==> config.mk <==
export PLATFORM = sky130hd
export DESIGN_NAME = mp2a_scan
export DESIGN_NICKNAME = d
export VERILOG_FILES = /design/src/design/mp2a_pkg.sv /design/src/design/mp2a_scan.sv
export SDC_FILE = /design/constraint.sdc
export NUM_CORES = 1
export LEC_CHECK = 0
export BUFFER_PORTS_ARGS = -buffer_cell sky130_fd_sc_hd__buf_2
export CAP_MARGIN = 20
export CORE_MARGIN = 3
export CORE_UTILIZATION = 35
export DETAILED_ROUTE_END_ITERATION = 6
export GPL_TIMING_DRIVEN = 0
export SETUP_SLACK_MARGIN = 0.4
export SLEW_MARGIN = 20
export SYNTH_ARGS = -nofsm -noshare
export SYNTH_HDL_FRONTEND = slang
export SYNTH_SLANG_ARGS = --single-unit
==> constraint.sdc <==
create_clock -name clk -period 30.9 [get_ports clk]
set_clock_uncertainty 0.2 [all_clocks]
set_input_delay 9.27 -clock clk [delete_from_list [all_inputs] [get_ports clk]]
set_output_delay 9.27 -clock clk [all_outputs]
set_load 0.01 [all_outputs]
==> src/design/mp2a_pkg.sv <==
`default_nettype none
package mp2a_pkg;

	localparam int MAX_WIDTH_DEF   = 1024;
	localparam int SAMPLE_BITS_DEF = 16;
	localparam int MAX_WINDOW      = 8;

	localparam int PHASE_BITS   = 3;
	localparam int WIN_BITS     = 4;
	localparam int DIM_BITS     = 11;
	localparam int IDX_BITS     = 10;
	localparam int ARG_BITS     = 2 * PHASE_BITS;
	localparam int DIV_BITS     = 13;
	localparam int CFG_IDX_BITS = 3;
	localparam int OUTQ_DEPTH   = 4;

	typedef enum logic [CFG_IDX_BITS-1:0] {
		REG_WIN_H = 3'd0,
		REG_WIN_W = 3'd1,
		REG_IMG_W = 3'd2,
		REG_IMG_H = 3'd3
	} cfg_reg_t;

	localparam logic [WIN_BITS-1:0] WIN_H_RST = 4'd2;
	localparam logic [WIN_BITS-1:0] WIN_W_RST = 4'd2;
	localparam logic [DIM_BITS-1:0] IMG_W_RST = 11'd28;
	localparam logic [DIM_BITS-1:0] IMG_H_RST = 11'd28;

	typedef struct packed {
		logic vld;
		logic first_row;
		logic last_row;
	} line_ctl_t;

	// Quotient by a window size of 1..8 through a rounded-up reciprocal; exact for x below 2**13
	function automatic logic [DIV_BITS-1:0] div_small(input logic [DIV_BITS-1:0] x,
			input logic [WIN_BITS-1:0] d);
		logic [16:0]          m;
		logic [DIV_BITS+16:0] p;
		unique case (d)
			4'd2:    m = 17'd32768;
			4'd3:    m = 17'd21846;
			4'd4:    m = 17'd16384;
			4'd5:    m = 17'd13108;
			4'd6:    m = 17'd10923;
			4'd7:    m = 17'd9363;
			4'd8:    m = 17'd8192;
			default: m = 17'd65536;
		endcase
		p = (DIV_BITS+17)'(x) * (DIV_BITS+17)'(m);
		return p[DIV_BITS+15:16];
	endfunction

endpackage
`default_nettype wire

==> src/design/mp2a_scan.sv <==
`default_nettype none
module mp2a_scan #(
	parameter int SAMPLE_BITS = 16,
	parameter int MAX_WIDTH   = 1024
) (
	input  wire logic                                clk,
	input  wire logic                                arst_n,
	input  wire logic                                accept,
	input  wire logic signed [SAMPLE_BITS-1:0]       sample,
	input  wire logic                                frame_start,
	input  wire logic [mp2a_pkg::WIN_BITS-1:0]       win_h,
	input  wire logic [mp2a_pkg::WIN_BITS-1:0]       win_w,
	input  wire logic [$clog2(MAX_WIDTH+1)-1:0]      img_w,
	input  wire logic [$clog2(MAX_WIDTH+1)-1:0]      img_h,
	input  wire logic [$clog2(MAX_WIDTH+1)-1:0]      col_lim,
	input  wire logic [$clog2(MAX_WIDTH+1)-1:0]      row_lim,
	output mp2a_pkg::line_ctl_t                      ctl,
	output logic signed [SAMPLE_BITS-1:0]            seg_max,
	output logic      [mp2a_pkg::ARG_BITS-1:0]       seg_arg,
	output logic      [$clog2(MAX_WIDTH)-1:0]        col_idx,
	output logic      [mp2a_pkg::IDX_BITS-1:0]       row_idx
);
	import mp2a_pkg::*;

	localparam int CW = $clog2(MAX_WIDTH);

	logic [CW-1:0]                cc_q, rc_q;
	logic [PHASE_BITS-1:0]        cp_q, rp_q;
	logic signed [SAMPLE_BITS-1:0] seg_max_q;
	logic [ARG_BITS-1:0]          seg_arg_q;

	logic [CW-1:0]         c, r;
	logic [PHASE_BITS-1:0] cp, rp;
	logic [DIV_BITS-1:0]   c_x, r_x, col_q, row_q;
	logic [WIN_BITS-1:0]   cp_inc, rp_inc;
	logic                  in_win, seg_end, take, row_end, frame_end;
	logic signed [SAMPLE_BITS-1:0] new_max;
	logic [ARG_BITS-1:0]   new_arg;

	always_comb begin
		// a frame start moves the sample to row 0, column 0
		c  = frame_start ? '0 : cc_q;
		r  = frame_start ? '0 : rc_q;
		cp = frame_start ? '0 : cp_q;
		rp = frame_start ? '0 : rp_q;
		c_x = DIV_BITS'(c);
		r_x = DIV_BITS'(r);
		cp_inc = WIN_BITS'(cp) + WIN_BITS'(1);
		rp_inc = WIN_BITS'(rp) + WIN_BITS'(1);
		in_win  = (c_x < DIV_BITS'(col_lim)) && (r_x < DIV_BITS'(row_lim));
		seg_end = in_win && (cp_inc >= win_w);
		take    = (cp == '0) || (sample > seg_max_q);
		new_max = take ? sample : seg_max_q;
		new_arg = take ? {rp, cp} : seg_arg_q;
		col_q   = div_small(c_x, win_w);
		row_q   = div_small(r_x, win_h);
		row_end   = (c_x + DIV_BITS'(1)) >= DIV_BITS'(img_w);
		frame_end = (r_x + DIV_BITS'(1)) >= DIV_BITS'(img_h);
	end

	assign ctl = '{
		vld:       accept && seg_end,
		first_row: (rp == '0),
		last_row:  (rp_inc >= win_h)
	};
	assign seg_max = new_max;
	assign seg_arg = new_arg;
	assign col_idx = col_q[CW-1:0];
	assign row_idx = row_q[IDX_BITS-1:0];

	always_ff @(posedge clk or negedge arst_n) begin
		if (!arst_n) begin
			cc_q      <= '0;
			rc_q      <= '0;
			cp_q      <= '0;
			rp_q      <= '0;
			seg_max_q <= '0;
			seg_arg_q <= '0;
		end else if (accept) begin
			if (in_win) begin
				seg_max_q <= new_max;
				seg_arg_q <= new_arg;
			end
			if (row_end) begin
				cc_q <= '0;
				cp_q <= '0;
				if (frame_end) begin
					rc_q <= '0;
					rp_q <= '0;
				end else begin
					rc_q <= CW'(r_x + DIV_BITS'(1));
					rp_q <= (rp_inc >= win_h) ? '0 : rp_inc[PHASE_BITS-1:0];
				end
			end else begin
				cc_q <= CW'(c_x + DIV_BITS'(1));
				rc_q <= r;
				rp_q <= rp;
				cp_q <= (cp_inc >= win_w) ? '0 : cp_inc[PHASE_BITS-1:0];
			end
		end
	end

endmodule
`default_nettype wire

After elaboration in Yosys (flattened, before gate mapping):

Index checks and enable logic that the tools add are counted.
Widths: inputs -> output; s select.

* output and inout bits: 45
* register bits after elaboration: 48
* input port bits: 72
* logic and storage cells: 56

* $lt $le $gt $ge: 7
* multiply operators: 2
* add/sub/neg operators: 4
* muxes and demuxes: 16
* reduce and logical (&&, ||, !) cells: 7
* eq/ne operators: 14

Operators with widths (count)
* $pmux 17 s7: 2
* $mul 10x17->26: 2
* $mux 10: 5
* $eq 4x3->1 const B: 8
* $ge 13x11->1: 2
* $add 10x1->11 const B: 2
* $lt 10x11->1: 2
* $mux 3: 7
* $eq 4x2->1 const B: 4
* $gt 16x16->1: 1
* $mux 16: 1
* $add 3x1->4 const B: 2
* $eq 4x4->1 const B: 2
* $ge 4x4->1: 2
* $logic_not 3->1: 2
* $mux 6: 1
* $logic_and 1x1->1: 3
* $reduce_and 2->1: 1
* $logic_or 1x1->1: 1

Logic depth before layout (Yosys ltp):

* word-level depth: 6
* gate-level depth with buffers: 28
* gate-level depth less buffers: 26

Worst setup path before layout:

Ideal clock, no wire load.

* path kind: input-to-output
* start point: input port frame_start
* end point: output port row_idx[6] (netlist bit)
* arrival time: 15.157 ns
* buffers on the path: 3
* setup slack: 6.273 ns
* stages: 24
* data required time: 21.430 ns
* cell sequence: clkbuf_1 -> clkbuf_1 -> nand2b_1 -> clkbuf_1 -> or3_1 -> fa_1 -> inv_1 -> fa_1 -> fa_1 -> fa_1 -> inv_1 -> fa_1 -> inv_1 -> ha_1 -> a21o_1 -> a21o_1 -> a21oi_1 -> o21ai_0 -> o31a_1 -> or4_4 -> a31oi_4 -> nor2b_1 -> nor2_2 -> xnor2_1

* longest elaborated chain between the ends: 2

RTL lines
* from (decl): RTL line mp2a_scan.sv:10 `input wire logic frame_start,`
* $mux 10: RTL line mp2a_scan.sv:43 `r = frame_start ? '0 : rc_q;`
* $mul 10x17->26: RTL line mp2a_pkg.sv:50 `p = (DIV_BITS+17)'(x) * (DIV_BITS+17)'(m);`
* to (decl): RTL line mp2a_scan.sv:21 `output logic [mp2a_pkg::IDX_BITS-1:0] row_idx`

No other way between the ends.

Worst setup path after layout:

Ends and elaborated chain as after synthesis.

==> flow_summary.toml <==
[clock_network]
clock_latency_ps = 300
h-tree-depth = 2
root_buffer = "clkbuf_16"
cts_buffer_depth = 2
post_cts_resized = 0
numCtsBuffers = 5
clock-sinks = 48
cts_tree = "yes"
cts_setup_buffers = 0
clk_pin_slew_ps = 60
cts_hold_buf = 0

[yosys]
syn_avg_cell_area_um2 = 8.68
ys_async_sr_fraction_pct = 100
synth_compound_area_share_pct = 9.32
synth_edf_count = 0
synthSimpleGateAreaFrac_pct = 15.6
yosys_register_bits = 48
synth_flop_cell = "dfrtp_1"
syn_area_um2 = 13800
postSynthNetCount = 2073
syn-instance-count = 1585
synth.area.mux_share_pct = 2.28
synth_top_family_by_area = "adder cells"
synth_cell_types = 69
yosys_warnings = 0
ys_seq_area_share_pct = 8.73
synth-xor-area-share_pct = 2.67
synth_fa_ha_area_share_pct = 50.5

[timing]
rsz0062_at_grt = "false"
finalCritPeriodShare_pct = 85.1
tightest_slew_ps = 1190
maxSlewHeadroom_pct = 20.0
whs_ps = 285
final_hold_viol_count = 0
setup_viol = 0
min_period_ps = 26280
slew_violations = 0
fin_ws_ps = 4620
fin_setup_tns_ps = 0
max_freq_mhz = 38.0

[pwr]
power_density_nw_per_um2 = 16.7
p_leak_nw = 8.59
ir_drop_v = 0.0000176

[grt]
antenna_found_initial = 0
grt_pass1_wl_um = 62800
grt-ovfl-total = 0
grt_usage_pct = 19.2
grt_pass1_vias = 11400
grt_max_degree = 49

[cells_and_area]
final_cell_mix = "inv_1, fa_1, ha_1"
fin_area_um2 = 15200
area_growth_pct = 10.2
diodes = 0
post-route-util_pct = 39.2
final_nets = 2194
drive_gt1_share_pct = 8.91
mostFrequentLayoutCell = "inv_1"

[floorplan]
die_area_um2 = 41700
start_util_pct = 35.5
io_pins = 117
die_y_um = 204
num_rows = 72
core_um2 = 38700
die_width_um = 204

[worst_setup_path]
path_max_fanout = 10
crit_type = "in -> out"
cp_data_required_time_ps = 21430
critPathCaptureType = "output port"
start_kind = "primary input"
worstPathArrival_ps = 16810

[placement]
dpl_cell_area_um2 = 15000
post-dp-hpwl_um = 33700
port_buffers = 114
dp_slack_ps = 4680
place_congestion = 0.939

[hold_path]
hold_path_class = "reg -> reg"

[drt]
drtAntennaViolNets = 0
wl_per_cell_um = 17.6
num_vias = 11200
via_per_inst = 5.02
dr.pass1.iters = 5
drc = 0
wl_um = 39000
drt-initial-drc-count = 765

[run]
max_cap_violations = 0

[run_status]
status = "finished clean"
==> cell usage after synthesis, drive strengths merged, types with 3 or more instances <==
cell type	number	area share [%]
nor3	20	0.73
a31oi	5	0.34
o2bb2ai	9	0.57
or3	9	0.41
xor2	10	0.64
nand2	174	4.8
nand4	11	0.50
o31ai	6	0.43
nand3	24	0.87
buf	7	0.35
a21o	25	1.4
fa	232	34
and3	9	0.41
clkbuf	41	1.1
o211ai	3	0.16
o21ai	50	1.8
xnor2	32	2.0
a22o	10	0.64
nor2	144	3.9
mux2	27	2.2
and2	12	0.56
nand2b	32	1.5
ha	184	17
o21a	14	0.77
a21oi	43	1.6
inv	338	9.2
clkinv	9	0.25
nor2b	18	0.82
dfrtp	48	8.7
and4	4	0.25
==> power by group <==
| group | switching, mW | leakage, nW | internal (mW) |
|---|---|---|---|
| sequential | 0.00440 | 0.620 | 0.0713 |
| combinational | 0.0652 | 7.88 | 0.0425 |
| clock | 0.0241 | 0.0899 | 0.0459 |
| total | 0.0937 | 8.59 | 0.160 |
==> path summary, 6_finish.rpt <==
kind / slack (ps) / to / from / cells after the start
setup / recovery: 4620 / row_idx[6] / frame_start / 27
max in group asynchronous: 21290 / seg_max_q[13] / arst_n / 1
hold / removal: 290 / seg_max_q[10] / seg_max_q[10] / 1
hold reg to reg: 290 / seg_max_q[10] / seg_max_q[10] / 1
min in group asynchronous: 8780 / seg_max_q[0] / arst_n / 1
setup reg to reg: 25800 / rc_q[0] / cc_q[1] / 15
==> through the flow <==
| stage | power (mW) | std cells |
|---|---|---|
| finish | 0.253 | 2224 |
| detailed placement | 0.184 | 2217 |
| global placement | 0.182 | 2217 |
| global route | 0.272 | 2224 |
| CTS | 0.255 | 2224 |
| floorplan | 0.146 | 1585 |
==> area by class of cell <==
class / instances / area, µm²
inverters: 347 / 1300
multi-input cells: 1142 / 11100
flip-flops and latches: 48 / 1200
clock buffers: 5 / 125
plain buffers: 48 / 203
repair buffers: 114 / 573
well taps: 518 / 648
clock inverters: 2 / 60.1
fillers: 4019 / 23600
==> critical path: stages <==
cell	delay (ps)
buf_2	130
clkbuf_1	410
clkbuf_1	400
clkbuf_1	410
nand2b_1	350
clkinv_1	440
nand2_1	300
fa_1	430
inv_1	100
fa_1	440
fa_1	480
fa_1	550
inv_1	60
fa_1	570
inv_1	60
ha_1	320
nand4_1	140
o31ai_1	110
a21oi_1	130
o21ai_0	230
o31a_1	350
or4_4	460
a31oi_4	220
nor2b_1	80
nor2_2	90
xnor2_1	110
buf_2	150
==> state kept, by name, indices dropped and copies added, names as in the netlist <==
signal and cells:
seg_max_q 16, cc_q 10, rc_q 10, seg_arg_q 6
cp_q 3, rp_q 3
==> per-layer routing <==
metal	global-route usage [%]	vias to the layer above	routed length (µm)
li1	-	5219	-
met1	29.0	5523	18800
met2	29.4	389	16800
met3	2.63	39	2560
met4	3.91	0	805
met5	0	-	0
==> cell families after synthesis <==
group                      after synthesis
adders and majority gates              416
buffers and inverters                  395
DFF                                     48
and+or+nand+nor                        469
xor gates and xnor gates                42
muxes                                   28
AOI/OAI and AO/OA                      187
No activity file was read; power rests on OpenSTA's default activity.
