--- src/design/mp2a_pkg.sv ---
`default_nettype none
package mp2a_pkg;

	localparam int MAX_WIDTH_DEF   = 1024;
	localparam int SAMPLE_BITS_DEF = 16;
	localparam int MAX_WINDOW      = 8;

	localparam int PHASE_BITS   = 3;
	localparam int WIN_BITS     = 4;
	localparam int DIM_BITS     = 11;
	localparam int IDX_BITS     = 10;
	localparam int ARG_BITS     = 2 * PHASE_BITS;
	localparam int DIV_BITS     = 13;
	localparam int CFG_IDX_BITS = 3;
	localparam int OUTQ_DEPTH   = 4;

	typedef enum logic [CFG_IDX_BITS-1:0] {
		REG_WIN_H = 3'd0,
		REG_WIN_W = 3'd1,
		REG_IMG_W = 3'd2,
		REG_IMG_H = 3'd3
	} cfg_reg_t;

	localparam logic [WIN_BITS-1:0] WIN_H_RST = 4'd2;
	localparam logic [WIN_BITS-1:0] WIN_W_RST = 4'd2;
	localparam logic [DIM_BITS-1:0] IMG_W_RST = 11'd28;
	localparam logic [DIM_BITS-1:0] IMG_H_RST = 11'd28;

	typedef struct packed {
		logic vld;
		logic first_row;
		logic last_row;
	} line_ctl_t;

	// Quotient by a window size of 1..8 through a rounded-up reciprocal; exact for x below 2**13
	function automatic logic [DIV_BITS-1:0] div_small(input logic [DIV_BITS-1:0] x,
			input logic [WIN_BITS-1:0] d);
		logic [16:0]          m;
		logic [DIV_BITS+16:0] p;
		unique case (d)
			4'd2:    m = 17'd32768;
			4'd3:    m = 17'd21846;
			4'd4:    m = 17'd16384;
			4'd5:    m = 17'd13108;
			4'd6:    m = 17'd10923;
			4'd7:    m = 17'd9363;
			4'd8:    m = 17'd8192;
			default: m = 17'd65536;
		endcase
		p = (DIV_BITS+17)'(x) * (DIV_BITS+17)'(m);
		return p[DIV_BITS+15:16];
	endfunction

endpackage
`default_nettype wire

--- src/design/mp2a_cfg.sv ---
`default_nettype none
module mp2a_cfg #(
	parameter int MAX_WIDTH = 1024
) (
	input  wire logic                                 clk,
	input  wire logic                                 arst_n,
	input  wire logic                                 cfg_valid,
	output logic                                      cfg_ready,
	input  wire logic [mp2a_pkg::CFG_IDX_BITS-1:0]    cfg_index,
	input  wire logic [mp2a_pkg::DIM_BITS-1:0]        cfg_data,
	output logic      [mp2a_pkg::WIN_BITS-1:0]        win_h,
	output logic      [mp2a_pkg::WIN_BITS-1:0]        win_w,
	output logic      [$clog2(MAX_WIDTH+1)-1:0]       img_w,
	output logic      [$clog2(MAX_WIDTH+1)-1:0]       img_h,
	output logic      [$clog2(MAX_WIDTH+1)-1:0]       col_lim,
	output logic      [$clog2(MAX_WIDTH+1)-1:0]       row_lim,
	output logic                                      settled
);
	import mp2a_pkg::*;

	localparam int IW = $clog2(MAX_WIDTH + 1);

	logic [WIN_BITS-1:0] win_h_q, win_w_q;
	logic [DIM_BITS-1:0] img_w_q, img_h_q;
	logic [1:0]          settle_q;

	logic [WIN_BITS-1:0] wh_c, ww_c;
	logic [IW-1:0]       iw_c, ih_c;
	logic [WIN_BITS-1:0] wh_s1, ww_s1;
	logic [IW-1:0]       iw_s1, ih_s1;
	logic [DIV_BITS-1:0] qc_s1, qr_s1;
	logic [IW-1:0]       col_lim_s2, row_lim_s2;
	logic [DIV_BITS+WIN_BITS-1:0] col_prod, row_prod;

	assign cfg_ready = 1'b1;

	always_ff @(posedge clk or negedge arst_n) begin
		if (!arst_n) begin
			win_h_q  <= WIN_H_RST;
			win_w_q  <= WIN_W_RST;
			img_w_q  <= IMG_W_RST;
			img_h_q  <= IMG_H_RST;
			settle_q <= 2'd2;
		end else if (cfg_valid) begin
			unique case (cfg_reg_t'(cfg_index))
				REG_WIN_H: win_h_q <= cfg_data[WIN_BITS-1:0];
				REG_WIN_W: win_w_q <= cfg_data[WIN_BITS-1:0];
				REG_IMG_W: img_w_q <= cfg_data;
				REG_IMG_H: img_h_q <= cfg_data;
				default: ;
			endcase
			settle_q <= 2'd2;
		end else if (settle_q != 2'd0) begin
			settle_q <= settle_q - 2'd1;
		end
	end

	always_comb begin
		wh_c = (win_h_q == '0) ? WIN_BITS'(1) :
			(32'(win_h_q) > MAX_WINDOW) ? WIN_BITS'(MAX_WINDOW) : win_h_q;
		ww_c = (win_w_q == '0) ? WIN_BITS'(1) :
			(32'(win_w_q) > MAX_WINDOW) ? WIN_BITS'(MAX_WINDOW) : win_w_q;
		iw_c = (img_w_q == '0) ? IW'(1) :
			(32'(img_w_q) > MAX_WIDTH) ? IW'(MAX_WIDTH) : IW'(img_w_q);
		ih_c = (img_h_q == '0) ? IW'(1) :
			(32'(img_h_q) > MAX_WIDTH) ? IW'(MAX_WIDTH) : IW'(img_h_q);
	end

	// Whole-window limits: size rounded down to a multiple of the window
	always_ff @(posedge clk) begin
		wh_s1 <= wh_c;
		ww_s1 <= ww_c;
		iw_s1 <= iw_c;
		ih_s1 <= ih_c;
		qc_s1 <= div_small(DIV_BITS'(iw_c), ww_c);
		qr_s1 <= div_small(DIV_BITS'(ih_c), wh_c);
		col_lim_s2 <= IW'(col_prod);
		row_lim_s2 <= IW'(row_prod);
	end

	assign col_prod = (DIV_BITS+WIN_BITS)'(qc_s1) * (DIV_BITS+WIN_BITS)'(ww_s1);
	assign row_prod = (DIV_BITS+WIN_BITS)'(qr_s1) * (DIV_BITS+WIN_BITS)'(wh_s1);

	assign win_h   = wh_s1;
	assign win_w   = ww_s1;
	assign img_w   = iw_s1;
	assign img_h   = ih_s1;
	assign col_lim = col_lim_s2;
	assign row_lim = row_lim_s2;
	assign settled = (settle_q == 2'd0);

endmodule
`default_nettype wire

--- config.mk ---
export PLATFORM = sky130hd
export DESIGN_NAME = mp2a_cfg
export DESIGN_NICKNAME = d
export VERILOG_FILES = /design/src/design/mp2a_pkg.sv /design/src/design/mp2a_cfg.sv
export SDC_FILE = /design/constraint.sdc
export NUM_CORES = 1
export LEC_CHECK = 0
export BUFFER_PORTS_ARGS = -buffer_cell sky130_fd_sc_hd__buf_2
export CAP_MARGIN = 5
export CORE_ASPECT_RATIO = 2
export CORE_MARGIN = 3
export CORE_UTILIZATION = 37
export CTS_CLUSTER_SIZE = 28
export DETAILED_ROUTE_END_ITERATION = 12
export GPL_ROUTABILITY_DRIVEN = 1
export SLEW_MARGIN = 20
export SYNTH_ARGS = -nofsm -noshare
export SYNTH_HDL_FRONTEND = slang
export SYNTH_SLANG_ARGS = --single-unit
--- constraint.sdc ---
create_clock -name clk -period 8.9 [get_ports clk]
set_clock_uncertainty 0.1 [all_clocks]
set_input_delay 0.445 -clock clk [delete_from_list [all_inputs] [get_ports clk]]
set_output_delay 0.445 -clock clk [all_outputs]
set_load 0.1 [all_outputs]
# Word level (Yosys, flattened, before mapping)
# Index checks and enable logic that the tools add are counted.
# op_classes
mul,4
n_mux,12
addsub,1
eq_ne,17
reduce_logical,12
magnitude_cmp,4
# ops
op,n
17-bit one-hot mux with 7 select lines,2
11-bit by 17-bit multiplier with 28-bit output,2
11-bit two-way mux,4
"4-bit by 3-bit == test with 1-bit output, second input constant",8
12-bit by 4-bit multiplier with 11-bit output,2
"11-bit greater-than comparator, second input constant",2
11-bit zero test,2
"4-bit by 2-bit == test with 1-bit output, second input constant",4
4-bit two-way mux,4
"4-bit == test, second input constant",2
"4-bit greater-than comparator, second input constant",2
4-bit zero test,2
2-bit AND reduction,4
"3-bit by 2-bit == test with 1-bit output, second input constant",2
2-bit two-way mux,2
2-bit nonzero test,2
"3-bit by 1-bit == test with 1-bit output, second input constant",1
3-bit zero test,1
2-bit zero test,1
"2-bit by 1-bit subtractor with 2-bit output, second input constant",1
# totals
elab_cells,63
out_inout_bits,54
register_bits,108
inputBits,17

# Logic depth before layout (Yosys ltp)
# depth
depth_word,6
depth_mapped,27
mapped_depth_nobuf,26

# Worst setup path after synthesis
# OpenSTA, ideal clock, no wires.
# synth_timing
path_type,reg2reg
from,reg win_w_q[1]
to,reg qc_s1[10]
stages_incl_launch_ff,24
setup_ns,0.121
n_path_buf,2
path_slack_ns,1.910
arrival_ns,6.769
path_cell_list,dfstp_2 > clkbuf_1 > nor2_1 > or3b_1 > clkbuf_1 > a21oi_1 > nand2_1 > fa_1 > fa_1 > inv_1 > fa_1 > fa_1 > inv_1 > fa_1 > inv_1 > ha_1 > nand3_1 > or3_1 > or4_4 > and4_4 > or3b_4 > o311ai_4 > a21o_1 > xnor2_1
# synth_between
elab_chain_len,6
word_cells_on_any_way,13
# synth_lines
item,line_no,text
"start, declared",mp2a_cfg.sv:23,"logic [WIN_BITS-1:0] win_h_q, win_w_q;"
"start signal, assigned",mp2a_cfg.sv:47,REG_WIN_W: win_w_q <= cfg_data[WIN_BITS-1:0];
4-bit greater-than comparator,mp2a_cfg.sv:62,(32'(win_w_q) > MAX_WINDOW) ? WIN_BITS'(MAX_WINDOW) : win_w_q;
4-bit two-way mux,mp2a_cfg.sv:62,
4-bit two-way mux (*),mp2a_cfg.sv:61,ww_c = (win_w_q == '0) ? WIN_BITS'(1) :
"4-bit == test, or another cell as far along",mp2a_pkg.sv:40,unique case (d)
17-bit one-hot mux with 7 select lines (*),mp2a_pkg.sv:40,
11-bit by 17-bit multiplier with 28-bit output (*),mp2a_pkg.sv:50,p = (DIV_BITS+17)'(x) * (DIV_BITS+17)'(m);
"end signal, assigned",mp2a_cfg.sv:75,"qc_s1 <= div_small(DIV_BITS'(iw_c), ww_c);"
"end, declared",mp2a_cfg.sv:31,"logic [DIV_BITS-1:0] qc_s1, qr_s1;"
# Every way passes the cells marked *; elsewhere a longest branch is shown, timed or not.
# A chain may end at the register's enable or synchronous reset.

# Worst setup path after layout
# layout_timing
from,reg win_w_q[2]
to,reg qc_s1[10]
# The elaborated chain is that of the path after synthesis.

==> results.yml <==
cells_and_area:
  seq_area_um2: 2290
  diodes: 0
  nets: 2133
  fin_util_pct: 40.6
  multi_input_area_um2: 11300
  stdcell_count: 2214
  final_common_cell: "inv_1"
  synthToLayoutAreaGrowth_pct: 7.99
  drive_above_1_share_pct: 9.62
  design_area_um2: 16400
  final_cell_mix: "inv_1, fa_1, nand2_1, ha_1, nor2_1"
  fill_cells: 4185
clock_tree:
  htree_levels: 3
  cts_tree: "built"
  postCtsSetupBuffers: 0
  worstSkewPairLatency_ns: 0.38
  clk_pin_slew_worst_paths_ns: 0.08
  clockBufferDepth: 2
  cts_sinks: 106
  cts_root_buffer: "clkbuf_16"
  cts_resized: 0
  cts_hold_buf: 0
  cts_inserted_buffers: 9
pwr:
  ir_drop_v: 0.000148
  p_leak_nw: 8.99
  p_per_area_nw_per_um2: 238
setup_path:
  critPathCaptureType: "flip-flop"
  slowest_delay_ns: 0.77
  path_buf_inv: 4
  worstPathMaxFanout: 18
  crit_arrival_ns: 7.89
  required_ns: 9.05
  crit_chain: "nor2_1 > nor3b_1 > nand2_1 > nor2_1 > fa_1 > inv_1 > fa_1 > inv_1 > fa_1 > fa_1 > inv_1 > fa_1 > inv_1 > ha_1 > nand3_1 > or3_1 > or4_4 > and4_4 > or3b_4 > o311ai_4 > a21o_1 > xnor2_1"
  endpoint: "qc_s1[10]"
  cp_common_cell: "fa_1"
  crit_start: "win_w_q[2]"
  crit_cells: 22
  cp_slowest_cell: "nor3b_1"
  ff2ff_path_depth: 22
  cp-start-kind: "flip-flop"
  rr_endpoint: "qc_s1[10]"
  r2r_setup_slack_ns: 1.16
  critical_path_class: "reg2reg"
  reg2reg_from: "win_w_q[2]"
  worst_path_dominant_cell_family: "simple AND/OR/NAND/NOR gates"
routing:
  num_vias: 11100
  ant_nets: 0
  wl_um: 48300
  wl_met3_um: 1150
  via_per_inst: 5.00
  drt-met1-wl_um: 13500
  wl_met2_um: 28700
  first_pass_iters: 5
  wire_per_inst_um: 21.8
  highest_layer: "met4"
  drtIter0Drc: 411
  drc_errors: 0
synthesis:
  synth_mux_area_share_pct: 2.37
  synth_cell_type_count: 62
  synth_adder_area_share_pct: 50.4
  ys_ff_latch: 106
  synth_top_family_by_area: "adder cells"
  synth-xor-area-share_pct: 3.40
  avgSynthCellArea_um2: 9.31
  synth_area_leaders: "fa_1, ha_1, dfxtp_1, inv_1, nand2_1"
  yosysTopAreaCellShare_pct: 38.2
  yosysWarnings: 0
  syn_inst: 1631
  synth_area_leader_cell: "fa_1"
  synthFlopType: "dfxtp_1"
  synth.net_count: 2085
  synth-compound-area-share_pct: 4.00
  synth-seq-area-share_pct: 15.1
  synth-simple-area-share_pct: 14.1
  async_flop_share_pct: 30.2
  synth_area_um2: 15200
  synth_edf_count: 0
global_route:
  grt_max_degree: 33
  overflow: 0
  antenna_found_initial: 0
  grt_pass1_wl_um: 74600
  grt_util_all_layers_pct: 23.4
  grt_pass1_vias: 12900
placed_design:
  place_congestion: 1.01
  place_area_um2: 16100
  placed_cells: 2198
  dp_hpwl_um: 42800
  io_buffers: 69
die:
  dieArea_um2: 43600
  boundaryPins: 71
  core_area_um2: 40300
  std_cell_rows: 104
  die_y_um: 292
  initial_core_util_pct: 37.6
  die_width_um: 149
sta:
  max-slew-margin-rel_pct: 21.8
  fmax_ghz: 0.129
  fin_crit_sh_pct: 86.9
  worst_pin_slew_ns: 1.16
  period_minus_slack_ns: 7.74
  hold_violations: 0
  slew_violations: 0
  holdWs_ns: 0.00405
  setup_viol: 0
  fin_tns_setup_ns: 0
  grt_setup_unrepaired: "no"
run:
  drv_cap: 0
status:
  status: "completed"
hold_path:
  hp-class: "in2async"
==> synthesized netlist by cell type, drive strengths merged, types with 5 or more instances <==
cell,n
ha,147
a21oi,35
dfxtp,74
a31oi,5
xor2,18
clkbuf,36
and2,48
nand2,201
xnor2,41
inv,383
mux2,31
dfrtp,23
or3,10
nand2b,22
a21o,16
nor3,14
o21bai,8
o21ai,17
nand3,9
dfstp,9
fa,290
nor2,140
==> logic make-up (layout without fill, tap and decap cells) <==
kind of cell | Yosys count | in the layout
flops | 106 | 106
mux | 32 | 32
other cells | 1 | 1
xor+xnor | 59 | 59
compound gates | 94 | 94
simple gates | 476 | 476
buf+inv | 426 | 479
fa+ha+maj | 437 | 437
==> power by group <==
| group | total, mW | leakage [nW] | internal, mW | switching, mW |
|---|---|---|---|---|
| clock network | 0.437 | 0.153 | 0.224 | 0.213 |
| registers | 0.790 | 0.988 | 0.644 | 0.146 |
| logic | 2.67 | 7.85 | 0.842 | 1.83 |
==> area by class of cell <==
cell class | count | area share, %
Multi-Input combinational cell | 1099 | 68.8
Clock inverter | 7 | 0.519
Sequential cell | 106 | 14.0
Timing Repair Buffer | 77 | 2.47
Inverter | 386 | 8.84
Tap cell | 530 | 4.04
Clock buffer | 9 | 1.37
==> per-layer routing <==
layer | vias up | track usage, %
met3 | 172 | 2.11
met2 | 287 | 47.4
met5 | - | 0
met1 | 5653 | 19.3
met4 | 0 | 19.3
li1 | 4966 | -
==> registers in the layout (all words and copies together) (netlist names) <==
signal / count
col_lim: 11
img_h: 11
img_h_q: 11
img_w: 11
img_w_q: 11
qc_s1: 11
qr_s1: 11
row_lim: 11
win_h: 4
win_h_q: 4
win_w: 4
win_w_q: 4
settle_q: 2
==> how the worst min path moves through the flow <==
| stage | from | endpoint | slack [ns] | depth (start not counted) |
|---|---|---|---|---|
| 5_1_grt | arst_n | settle_q[0] | 0.06 | 1 |
| 2_1_floorplan | arst_n | img_h_q[0] | 0.05 | 0 |
| 4_1_cts | arst_n | settle_q[0] | 0.01 | 1 |
| 6_report | arst_n | settle_q[0] | 0.004 | 1 |
| 3_3_place_gp | img_w_q[0] | img_w_q[0] | 0.40 | 1 |
| 3_5_place_dp | img_w_q[0] | img_w_q[0] | 0.41 | 1 |
==> stage by stage <==
step	worst slack [ns]	power [mW]
after floorplan	1.91	2.76
after global placement	1.23	3.46
after detailed placement	1.20	3.49
after CTS	1.15	3.96
after global routing	0.870	4.25
final	1.16	3.90
Note: power is estimated with default switching activity, not from simulation.
