$ cat config.mk
export PLATFORM = sky130hd
export DESIGN_NAME = mp2a_outq
export DESIGN_NICKNAME = d
export VERILOG_FILES = /design/src/design/mp2a_pkg.sv /design/src/design/mp2a_outq.sv
export SDC_FILE = /design/constraint.sdc
export NUM_CORES = 1
export LEC_CHECK = 0
export BUFFER_PORTS_ARGS = -buffer_cell sky130_fd_sc_hd__buf_2
export CAP_MARGIN = 30
export CORE_ASPECT_RATIO = 2
export CORE_MARGIN = 4
export CORE_UTILIZATION = 55
export CTS_CLUSTER_DIAMETER = 100
export DETAILED_ROUTE_END_ITERATION = 16
export PLACE_DENSITY = 0.83
export SLEW_MARGIN = 20
export SYNTH_ARGS = -nofsm -noshare
export SYNTH_HDL_FRONTEND = slang
export SYNTH_SLANG_ARGS = --single-unit
$ cat constraint.sdc
create_clock -name clk -period 2.68 [get_ports clk]
set_input_delay 0.134 -clock clk [delete_from_list [all_inputs] [get_ports clk]]
set_output_delay 0.134 -clock clk [all_outputs]
set_load 0.005 [all_outputs]
$ cat src/design/mp2a_pkg.sv
`default_nettype none
package mp2a_pkg;

	localparam int MAX_WIDTH_DEF   = 1024;
	localparam int SAMPLE_BITS_DEF = 16;
	localparam int MAX_WINDOW      = 8;

	localparam int PHASE_BITS   = 3;
	localparam int WIN_BITS     = 4;
	localparam int DIM_BITS     = 11;
	localparam int IDX_BITS     = 10;
	localparam int ARG_BITS     = 2 * PHASE_BITS;
	localparam int DIV_BITS     = 13;
	localparam int CFG_IDX_BITS = 3;
	localparam int OUTQ_DEPTH   = 4;

	typedef enum logic [CFG_IDX_BITS-1:0] {
		REG_WIN_H = 3'd0,
		REG_WIN_W = 3'd1,
		REG_IMG_W = 3'd2,
		REG_IMG_H = 3'd3
	} cfg_reg_t;

	localparam logic [WIN_BITS-1:0] WIN_H_RST = 4'd2;
	localparam logic [WIN_BITS-1:0] WIN_W_RST = 4'd2;
	localparam logic [DIM_BITS-1:0] IMG_W_RST = 11'd28;
	localparam logic [DIM_BITS-1:0] IMG_H_RST = 11'd28;

	typedef struct packed {
		logic vld;
		logic first_row;
		logic last_row;
	} line_ctl_t;

	// Quotient by a window size of 1..8 through a rounded-up reciprocal; exact for x below 2**13
	function automatic logic [DIV_BITS-1:0] div_small(input logic [DIV_BITS-1:0] x,
			input logic [WIN_BITS-1:0] d);
		logic [16:0]          m;
		logic [DIV_BITS+16:0] p;
		unique case (d)
			4'd2:    m = 17'd32768;
			4'd3:    m = 17'd21846;
			4'd4:    m = 17'd16384;
			4'd5:    m = 17'd13108;
			4'd6:    m = 17'd10923;
			4'd7:    m = 17'd9363;
			4'd8:    m = 17'd8192;
			default: m = 17'd65536;
		endcase
		p = (DIV_BITS+17)'(x) * (DIV_BITS+17)'(m);
		return p[DIV_BITS+15:16];
	endfunction

endpackage
`default_nettype wire

$ cat src/design/mp2a_outq.sv
`default_nettype none
module mp2a_outq #(
	parameter int WIDTH = 42
) (
	input  wire logic             clk,
	input  wire logic             arst_n,
	input  wire logic             push,
	input  wire logic [WIDTH-1:0] push_data,
	input  wire logic             pend,
	output logic                  room,
	output logic                  out_valid,
	input  wire logic             out_ready,
	output logic      [WIDTH-1:0] out_data
);
	import mp2a_pkg::*;

	localparam int PW = $clog2(OUTQ_DEPTH);
	localparam int NW = $clog2(OUTQ_DEPTH + 1);

	logic [WIDTH-1:0] buf_q [OUTQ_DEPTH];
	logic [PW-1:0]    wr_ptr_q, rd_ptr_q;
	logic [NW-1:0]    cnt_q;
	logic             pop;

	assign out_valid = (cnt_q != '0);
	assign out_data  = buf_q[rd_ptr_q];
	assign pop       = out_valid && out_ready;
	// a new item needs a slot for itself and for a result still in the line stage
	assign room = ((NW+1)'(cnt_q) + (NW+1)'(pend)) < (NW+1)'(OUTQ_DEPTH);

	always_ff @(posedge clk or negedge arst_n) begin
		if (!arst_n) begin
			wr_ptr_q <= '0;
			rd_ptr_q <= '0;
			cnt_q    <= '0;
		end else begin
			if (push) begin
				wr_ptr_q <= wr_ptr_q + PW'(1);
			end
			if (pop) begin
				rd_ptr_q <= rd_ptr_q + PW'(1);
			end
			cnt_q <= cnt_q + NW'(push) - NW'(pop);
		end
	end

	always_ff @(posedge clk) begin
		if (push) begin
			buf_q[wr_ptr_q] <= push_data;
		end
	end

	a_no_overflow: assert property (@(posedge clk) disable iff (!arst_n)
		!(push && !pop && (cnt_q == NW'(OUTQ_DEPTH))))
		else $error("result queue overflow");

	a_cnt_track: assert property (@(posedge clk) disable iff (!arst_n)
		1'b1 |=> (cnt_q == NW'($past(cnt_q) + NW'($past(push)) - NW'($past(pop)))))
		else $error("result queue fill count lost a transfer");

endmodule
`default_nettype wire
# After elaboration in Yosys (flattened, before gate mapping)
# Memories as Yosys holds them, arrays and structs flattened.
# Index checks and enable logic that the tools add are counted.
# classes
n_addsub	5
order_cmp	1
muxes	2
n_reduce_logical	2
# op_table
operator	n
2-bit by 1-bit adder with 2-bit output, second input constant	2
3-bit by 1-bit adder with 4-bit output	1
4-bit by 3-bit < comparator with 1-bit output, second input constant	1
3-bit by 1-bit adder with 3-bit output	1
3-bit nonzero test	1
3-bit by 1-bit subtractor with 3-bit output	1
1-bit two-way mux	2
1-bit logical AND	1
# totals
reg_bits	7
ramBits	168
input_bits	47
out_inout_bits	44
wordCells	14
mem_count	1
# mem_list
name	depth	word_bits	rd	rd_ports_with_merged_regs	wr	line	text
buf_q	4	42	1	0	1	mp2a_outq.sv:20	logic [WIDTH-1:0] buf_q [OUTQ_DEPTH];

# Longest topological paths before layout
# Gate-level depths: netlist (run 1).
# logic_depth
depth_word	3
mapped_depth	7
depth_no_buf	7

# Worst setup path after synthesis (run 1)
# Ideal clock, no wire load.
# synth_timing
path_kind	reg2reg
startpoint	register wr_ptr_q[0]
endpoint	memory buf_q[2][0], enable pin
setup_time_ns	0.403
t_arrival_ns	1.628
required_ns	2.277
setup_slack_ns	0.648
path_stages_with_launch	4
path_buffers	0
period_less_slack_ns	2.032
path_cell_list	dfrtp_1 inv_1 ha_1 and2_1
# synth_lines
item	line	text
start: declaration	mp2a_outq.sv:21	logic [PW-1:0] wr_ptr_q, rd_ptr_q;
start signal: assignment	mp2a_outq.sv:38	wr_ptr_q <= wr_ptr_q + PW'(1);
end: declaration	mp2a_outq.sv:20	
# Straight into the memory's write port.

# Worst setup path after layout (run 1)
# layout_timing
startpoint	register rd_ptr_q[0]
endpoint	output out_data[27]
# layout_via
elab_chain_len	1
# layout_lines
item	line	text
start: declaration	mp2a_outq.sv:21	
start signal: assignment	mp2a_outq.sv:41	rd_ptr_q <= rd_ptr_q + PW'(1);
memory read 4 x 42 bit	-	
end: declaration	mp2a_outq.sv:13	output logic [WIDTH-1:0] out_data
# Every way passes these cells.

==> results.ini, run 1 <==
[final_layout]
drive_gt1_frac = 0.405
final_nets = 464
syn_to_final_growth_pct = 25.8

[logic_synthesis]
synth_commonest_cells = 168 x edfxtp_1, 38 x mux4_2, 7 x dfrtp_1, 7 x ha_1, 6 x inv_1
synth_most_common_cell = edfxtp_1
ys_ff_latch = 175
yosysUniqueCellTypes = 21
synth_top_area_share = 0.770
netlist_instances = 258
synthArstFlopShare = 0.0400
synth_top_cell_by_area = edfxtp_1
synth_area_leaders = edfxtp_1 77%, mux4_2 13%, dfrtp_1 2.7%
yosys_warnings = 0
synth_fp_nets = 313
avgSynthCellArea_um2 = 25.4
seq_area_frac_synth = 0.797
synth_area_mm2 = 0.00655
ys.flop_type = edfxtp_1
synth_edf_count = 168

[sta]
max_freq_mhz = 411
drv_slew = 0
rsz0062_at_grt = false
finalClockSkew_ps = 6.36
relSlewSlack = 0.559
finalSetupViolCount = 0
fin_crit_ps = 2430
max_slew.worst_pin.slew_ps = 662
fin_crit_sh = 0.908
fin_setup_tns_ps = 0
hold_violations = 0
setup_ws_ps = 246

[detailed_routing]
vias = 3181
vias_per_cell = 5.60
drt_wl_total_um = 12300
dr.pass1.iters = 4
dr.first_iter.drc_count = 180
drc_errors = 0
ant_nets = 0
post_drt_wl_per_cell_um = 21.7

[hold_path]
hold_path_end = rd_ptr_q[1]
holdCritStartpoint = out_ready
hp-class = in -> reg
hold_path_depth = 3

[floorplan]
coreArea_mm2 = 0.0117
pin_count = 91
die_x_um = 85.2
start_util = 0.560
rows = 56
die_area_mm2 = 0.0138
die_y_um = 162

[critical_path]
worstReg2RegStart = cnt_q[1]
ff2ff_path_depth = 7
crit_path_end_kind = output pin
crit_chain = buf_4 -> mux4_2 -> buf_2
r2r_end = cnt_q[2]
crit_path_top_delay_cell = dfrtp_4
crit_fanout = 34
timing.critical_path.from_type = flop
required_ps = 2550
path_class = reg -> out
arrival_ps = 2300
reg2reg_slack_ps = 700
slowest_delay_ps = 870

[clock_tree]
numCtsBuffers = 17
worst_skew_pair.late_latency_ps = 410
tritoncts = done
cts-root-buf = clkbuf_16
cts_buffer_depth = 2
cts_sinks = 175
path_clk_slew_ps = 60
htree_num_levels = 4

[grt]
grt_pass1_vias = 3444
grt_use_total = 0.192
grt_max_degree = 35
antenna_found_initial = 0
grt_pass1_wl_um = 19300
overflow = 0

[job]
maxCapViolations = 0

[pwr]
vdd_drop_max_mv = 0.738
p_per_area_mw_per_mm2 = 1050
p_leak_nw = 2.94

[placed_design]
port_buffers = 90
dp_slack_ps = 655
dp_hpwl_um = 7360
gp_congestion = 0.712

[run_status]
status = finished, final reports clean

## cell families (layout without fill, tap and decap cells)
group / after synthesis / count (layout) / share of synthesized area
other: 0 / 1 / 0
AOI/OAI and AO/OA: 5 / 5 / 0.00592
xor gates and xnor gates: 4 / 4 / 0.00535
adders and majority gates: 8 / 8 / 0.0164
and+or+nand+nor: 8 / 8 / 0.00707
muxes: 42 / 42 / 0.147
DFF: 175 / 175 / 0.797
buffers and inverters: 16 / 180 / 0.0212
## metal layers
metal | global-route usage | part of all wire
met5 | 0 | 0
met4 | 0.0994 | 0.037
met3 | 0.0431 | 0.045
met2 | 0.318 | 0.55
met1 | 0.234 | 0.37
## per-stage QoR
step	instances	cell area (um2)	utilization	hold slack, ps	power [W]
2_1_floorplan	258	6550	-	-162	0.00533
3_3_place_gp	491	7180	0.614	-32.8	0.00604
3_5_place_dp	491	7180	0.614	-20.3	0.00615
4_1_cts	567	8240	0.704	66.0	0.00872
5_1_grt	567	8240	0.704	78.0	0.00902
6_report	568	8240	0.704	82.4	0.00862
## final cells by class
type | instances | area, um2
flip-flops and latches | 175 | 5230
fillers | 679 | 3460
multi-input cells | 67 | 1190
repair buffers | 142 | 1000
clock buffers | 17 | 425
clock inverters | 15 | 186
well taps | 145 | 181
inverters | 6 | 22.5
diodes | 1 | 2.50
## worst max-delay path, delay by kind of cell, from the launching register on
family                 cells  cell delay, ps
buffers and inverters      2             460
DFF                        1             870
muxes                      1             550
## how the worst max path moves through the flow
stage | start | to | slack [ps] | depth (start not counted)
after global routing | rd_ptr_q[0] | out_data[27] | 110 | 3
after detailed placement | rd_ptr_q[0] | out_data[27] | 650 | 3
after floorplan | wr_ptr_q[0] | buf_q[2][0] | 650 | 3
after global placement | rd_ptr_q[0] | out_data[27] | 660 | 3
final | rd_ptr_q[0] | out_data[27] | 250 | 3
after CTS | rd_ptr_q[0] | out_data[27] | 180 | 3
## state kept, by name, summed over array words and instances (netlist names)
| name | flops |
|---|---|
| cnt_q | 3 |
| wr_ptr_q | 2 |
| buf_q | 168 |
| rd_ptr_q | 2 |
## placed cells by master, fill, tap and decap left out, types with 2 or more instances in the layout
| master | Yosys | layout |
|---|---|---|
| inv_1 | 6 | 6 |
| clkinv_1 | 0 | 3 |
| buf_4 | 0 | 4 |
| buf_12 | 4 | 4 |
| clkinv_4 | 0 | 4 |
| edfxtp_1 | 168 | 168 |
| dfrtp_1 | 7 | 5 |
| and2_2 | 0 | 4 |
| nand2_1 | 2 | 2 |
| buf_2 | 5 | 90 |
| inv_8 | 0 | 3 |
| mux4_1 | 4 | 4 |
| xor2_1 | 3 | 3 |
| dlygate4sd3_1 | 0 | 44 |
| ha_1 | 7 | 7 |
| bufinv_16 | 0 | 3 |
| clkbuf_16 | 0 | 17 |
| mux4_2 | 38 | 38 |
## report_power, final
part	switching (W)	internal [W]
Sequential	0.000371	0.00359
Clock	0.00103	0.00148
Combinational	0.000958	0.00118
## timing repair
item / in CTS / in global routing
hold endpoints to repair: 176 / 0
hold buffers: 44 / 0
buffers inserted: 0 / 0
gates resized for setup: 0 / 0
Power figures use the tool's default switching activity.
==> run 2, diff against run 1 <==
- CORE_UTILIZATION: 55 -> 50
- PLACE_DENSITY: 0.83 -> 0.77
- TNS_END_PERCENT: unset -> 30
==> results.ini, run 2 (same netlist as run 1, synthesis figures left out) <==
[critical_path]
path_class = reg -> out  ; unchanged
crit_fanout = 21  ; was 34
worstReg2RegStart = cnt_q[1]  ; unchanged
startpoint = rd_ptr_q[0]  ; unchanged
timing.critical_path.from_type = flop  ; unchanged
crit_path_end_kind = output pin  ; unchanged
required_ps = 2550  ; about the same
crit_path_top_delay_cell = dfrtp_4  ; unchanged
slowest_delay_ps = 700  ; was 870 ps
crit_chain = buf_4 -> mux4_2 -> buf_2  ; unchanged
arrival_ps = 2140  ; was 2300 ps

[sta]
fin_hold_ws_ps = 82.1  ; was 82.4 ps
finalClockSkew_ps = 13.3  ; was 6.36 ps
rsz0062_at_grt = false  ; unchanged
max_slew.worst_pin.slew_ps = 521  ; was 662 ps
fin_crit_sh = 0.849  ; was 0.908
finalSetupViolCount = 0  ; unchanged
max_freq_mhz = 439  ; was 411 MHz
drv_slew = 0  ; unchanged
relSlewSlack = 0.652  ; was 0.559
fin_setup_tns_ps = 0  ; unchanged
hold_violations = 0  ; unchanged
setup_ws_ps = 404  ; was 246 ps
fin_crit_ps = 2280  ; was 2430 ps

[placed_design]
port_buffers = 90  ; unchanged
gp_congestion = 0.726  ; was 0.712
dp_slack_ps = 701  ; was 655 ps
dp_hpwl_um = 7430  ; was 7360 um

[final_layout]
largest_register_ffs = 168  ; unchanged
layout_common_cells = 168 x edfxtp_1, 90 x buf_2, 44 x dlygate4sd3_1, 38 x mux4_2, 17 x clkbuf_16  ; unchanged
antenna_cells = 0  ; was 1
final_common_cell = edfxtp_1  ; unchanged
top_register = buf_q  ; unchanged
top_regs = buf_q x168, cnt_q x3  ; unchanged
drive_gt1_frac = 0.414  ; was 0.405
nFillCells = 839  ; was 679
syn_to_final_growth_pct = 26.1  ; was 25.8%
final_nets = 465  ; was 464

[hold_path]
holdCritStartpoint = out_ready  ; unchanged
hp-class = in -> reg  ; unchanged

[clock_tree]
htree_num_levels = 4  ; unchanged
path_clk_slew_ps = 70  ; was 60 ps
cts_hold_buf = 44  ; unchanged
worst_skew_pair.late_latency_ps = 430  ; was 410 ps
cts_buffer_depth = 2  ; unchanged
postCtsSetupRepairBufs = 0  ; unchanged
tritoncts = done  ; unchanged
numCtsBuffers = 17  ; unchanged
cts_sinks = 175  ; unchanged
cts-root-buf = clkbuf_16  ; unchanged
ctsResizeCount = 0  ; unchanged

[detailed_routing]
drc_errors = 0  ; unchanged
post_drt_wl_per_cell_um = 20.8  ; was 21.7 um
dr.pass1.iters = 4  ; unchanged
ant_nets = 0  ; unchanged
dr.first_iter.drc_count = 170  ; was 180
drt_wl_total_um = 11900  ; was 12300 um
vias = 3125  ; was 3181
vias_per_cell = 5.45  ; was 5.60

[grt]
grt_use_total = 0.176  ; was 0.192
grt_max_degree = 33  ; was 35
grt_pass1_vias = 3471  ; was 3444
grt_pass1_wl_um = 18900  ; was 19300 um
overflow = 0  ; unchanged
antenna_found_initial = 0  ; unchanged

[floorplan]
die_area_mm2 = 0.0151  ; was 0.0138 mm2
die_x_um = 88.9  ; was 85.2 um
pin_count = 91  ; unchanged
start_util = 0.516  ; was 0.560
coreArea_mm2 = 0.0127  ; was 0.0117 mm2
die_y_um = 170  ; was 162 um
rows = 58  ; was 56

[job]
maxCapViolations = 0  ; unchanged

[pwr]
p_total_w = 0.00858  ; was 0.00862 W
p_per_area_mw_per_mm2 = 1040  ; was 1050 mW/mm2
p_leak_nw = 2.94  ; about the same
vdd_drop_max_mv = 0.788  ; was 0.738 mV

[run_status]
status = finished, final reports clean  ; unchanged

-- run 2: worst max-delay path: cells and delay by family (launching register included) --
kind	cells	cell delay, ps
buffers and inverters	2	460
flip-flops	1	700
multiplexers	1	550
-- run 2: layer usage --
layer	share of wire	vias to the layer above	GRT usage
li1	-	1404	-
met2	0.59	95	0.306
met1	0.33	1606	0.200
met4	0.021	0	0.0691
met3	0.052	20	0.0528
met5	0	-	0
-- run 2: final timing paths --
path                                end  slack, ps  cells past startpoint
max                        out_data[38]        400                      3
min                         rd_ptr_q[1]         80                      3
min in group asynchronous      cnt_q[0]         90                      2
max in group asynchronous   rd_ptr_q[0]       2400                      2
min reg2reg                 wr_ptr_q[0]        540                      1
max reg2reg                    cnt_q[2]        690                      7
-- run 2: where the power goes --
part	switching [W]	internal [W]	leakage, nW
registers	0.000307	0.00359	1.62
clock network	0.00116	0.00128	0.291
logic	0.00104	0.00122	1.03
total	0.00250	0.00608	2.94
-- run 2: area by class of cell --
cell class	instances	area, um2	area share
Sequential cell	175	5230	0.633
Multi-Input combinational cell	67	1190	0.145
Timing Repair Buffer	143	1020	0.124
Clock buffer	17	425	0.0515
Tap cell	150	188	0.0227
Clock inverter	15	179	0.0217
Inverter	6	22.5	0.00273
-- run 2: through the flow --
step / utilization / std cells / instance area, um2
final: 0.650 / 573 / 8250
after global routing: 0.650 / 573 / 8250
after CTS: 0.650 / 573 / 8250
after detailed placement: 0.568 / 497 / 7210
after floorplan: - / 258 / 6550
after global placement: 0.568 / 497 / 7210
==> run 3, diff against run 2 <==
- PLACE_DENSITY: 0.77 -> 0.8
- clock period: 2.68 -> 2 ns (I/O delays scaled with it)
==> results.ini, run 3 (same netlist as run 1, synthesis figures left out) <==
[floorplan]
die_area_mm2 = 0.0151  ; unchanged
die_x_um = 88.9  ; unchanged
start_util = 0.516  ; unchanged
rows = 58  ; unchanged
die_y_um = 170  ; unchanged
pin_count = 91  ; unchanged
coreArea_mm2 = 0.0127  ; unchanged

[detailed_routing]
ant_nets = 0  ; unchanged
vias = 3096  ; was 3125
vias_per_cell = 5.33  ; was 5.45
post_drt_wl_per_cell_um = 19.4  ; was 20.8 um
wl_met2_um = 6610  ; was 7080 um
drc_errors = 0  ; unchanged
dr.pass1.iters = 4  ; unchanged
wl_met3_um = 446  ; was 618 um
drt_wl_total_um = 11200  ; was 11900 um
wl_met1_um = 3960  ; was 3990 um
dr.first_iter.drc_count = 161  ; was 170
top_layer = met4  ; unchanged

[critical_path]
timing.critical_path.from_type = flop  ; unchanged
worstReg2RegStart = cnt_q[0]  ; was cnt_q[1]
arrival_ps = 2260  ; was 2140 ps
crit_path_end_kind = flop  ; was output pin
crit_end = cnt_q[1]  ; was out_data[38]
ff2ff_path_depth = 7  ; unchanged
path_class = reg -> reg  ; was reg -> out
crit_fanout = 5  ; was 21
startpoint = cnt_q[0]  ; was rd_ptr_q[0]
r2r_end = cnt_q[1]  ; was cnt_q[2]
required_ps = 2310  ; was 2550 ps
reg2reg_slack_ps = 40  ; was 690 ps

[pwr]
p_per_area_mw_per_mm2 = 1380  ; was 1040 mW/mm2
pwr-share-clk = 0.277  ; was 0.284
p_leak_nw = 2.98  ; was 2.94 nW
pwr-share-comb = 0.288  ; was 0.263
vdd_drop_max_mv = 0.932  ; was 0.788 mV
p_int_w = 0.00844  ; was 0.00608 W
seqPwrFrac = 0.435  ; was 0.454
netSwitchingPower_w = 0.00311  ; was 0.00250 W
power.share.switching = 0.269  ; was 0.291
p_total_w = 0.0115  ; was 0.00858 W

[hold_path]
hp-class = in -> async  ; was in -> reg

[sta]
relSlewSlack = 0.708  ; was 0.652
fin_crit_sh = 0.980
max_freq_mhz = 510
finalClockSkew_ps = 8.04  ; was 13.3 ps
hold_violations = 0  ; unchanged
max_slew.worst_pin.slew_ps = 432  ; was 521 ps
finalSetupViolCount = 0  ; unchanged
drv_slew = 0  ; unchanged
fin_crit_ps = 1960
rsz0062_at_grt = true  ; was false

[final_layout]
final_nets = 473  ; was 465
final_common_cell = edfxtp_1  ; unchanged
top_register = buf_q  ; unchanged
drive_gt1_frac = 0.420  ; was 0.414
nFillCells = 800  ; was 839
antenna_cells = 0  ; unchanged
largest_register_ffs = 168  ; unchanged
top_regs = buf_q x168, cnt_q x3  ; unchanged
final_area_mm2 = 0.00834  ; was 0.00825 mm2
syn_to_final_growth_pct = 27.4  ; was 26.1%
stdcell_count = 581  ; was 573
layout_common_cells = 168 x edfxtp_1, 90 x buf_2, 45 x dlygate4sd3_1, 38 x mux4_2, 17 x clkbuf_16  ; was 168 x edfxtp_1, 90 x buf_2, 44 x dlygate4sd3_1, 38 x mux4_2, 17 x clkbuf_16

[placed_design]
dp_hpwl_um = 7110  ; was 7430 um
dp.cells = 501  ; was 497
placed_area_mm2 = 0.00728  ; was 0.00721 mm2
gp_congestion = 0.690  ; was 0.726
port_buffers = 90  ; unchanged

[grt]
grt_pass1_wl_um = 17700  ; was 18900 um
grt_use_total = 0.163  ; was 0.176
grt_max_degree = 31  ; was 33
overflow = 0  ; unchanged
grt_pass1_vias = 3437  ; was 3471
antenna_found_initial = 0  ; unchanged

[run_status]
status = finished, final reports clean  ; unchanged

[clock_tree]
worst_skew_pair.late_latency_ps = 410  ; was 430 ps
path_clk_slew_ps = 60  ; was 70 ps
numCtsBuffers = 17  ; unchanged
cts_sinks = 175  ; unchanged
tritoncts = done  ; unchanged
cts_buffer_depth = 2  ; unchanged
cts-root-buf = clkbuf_16  ; unchanged
htree_num_levels = 4  ; unchanged

[job]
maxCapViolations = 0  ; unchanged

run 3: cell types whose count changed in the layout (fill, tap and decap cells not counted), sizes merged:
cell,before,now
buf,99,106
inv,17,11
clkinv,2,5
bufinv,0,2
clkbuf,17,18
dlygate4sd3,44,45
run 3: power by group through the flow:
stage	Combinational [W]	Clock (W)	Sequential (W)
6_report	0.00333	0.00320	0.00502
5_1_grt	0.00366	0.00345	0.00507
4_1_cts	0.00339	0.00326	0.00502
3_5_place_dp	0.00330	0	0.00510
3_3_place_gp	0.00324	0	0.00504
2_1_floorplan	0.00210	0	0.00503
run 3: cell type report:
cell class              instances  area, um2  area share
flip-flops and latches        175       5230       0.626
multi-input cells              67       1200       0.143
repair buffers                151       1120       0.135
clock buffers                  18        429      0.0514
well taps                     150        188      0.0225
clock inverters                14        156      0.0187
inverters                       6       22.5     0.00270
run 3: timing repair:
action                     4_1_cts  5_1_grt
setup buffers                    0        3
hold endpoints to repair       177        0
pin swaps                        0        1
setup endpoints to repair       12        2
hold buffers                    45        0
gates resized for setup          1        2
run 3: critical path, stage by stage, from the launching register on:
cell and delay [ps]:
dfrtp_2 430, o31a_1 340, ha_1 280, inv_1 60, ha_1 130, inv_1 50
fa_2 520, inv_1 40
run 3: worst min path at each step:
stage,to,start,cells past startpoint,slack [ps]
4_1_cts,wr_ptr_q[0],arst_n,2,30
3_3_place_gp,cnt_q[0],arst_n,1,-70
3_5_place_dp,cnt_q[0],arst_n,1,-60
5_1_grt,wr_ptr_q[0],arst_n,2,60
2_1_floorplan,cnt_q[0],arst_n,0,-200
6_report,wr_ptr_q[0],arst_n,2,60
run 3: metal layers:
layer | vias to the layer above | global-route usage
li1 | 1414 | -
met2 | 78 | 0.287
met4 | 0 | 0.0678
met1 | 1584 | 0.183
met3 | 20 | 0.0407
met5 | - | 0
run 3: through the flow:
stage           util  worst slack (ps)  setup TNS (ps)  hold WS (ps)
2_1_floorplan      -             -31.8           -1770          -196
3_3_place_gp   0.573               147               0         -69.0
3_5_place_dp   0.573              13.6               0         -60.1
4_1_cts        0.655             -3.44           -3.44          25.1
5_1_grt        0.657             -14.4           -25.0          60.1
6_report       0.657              40.3               0          55.1
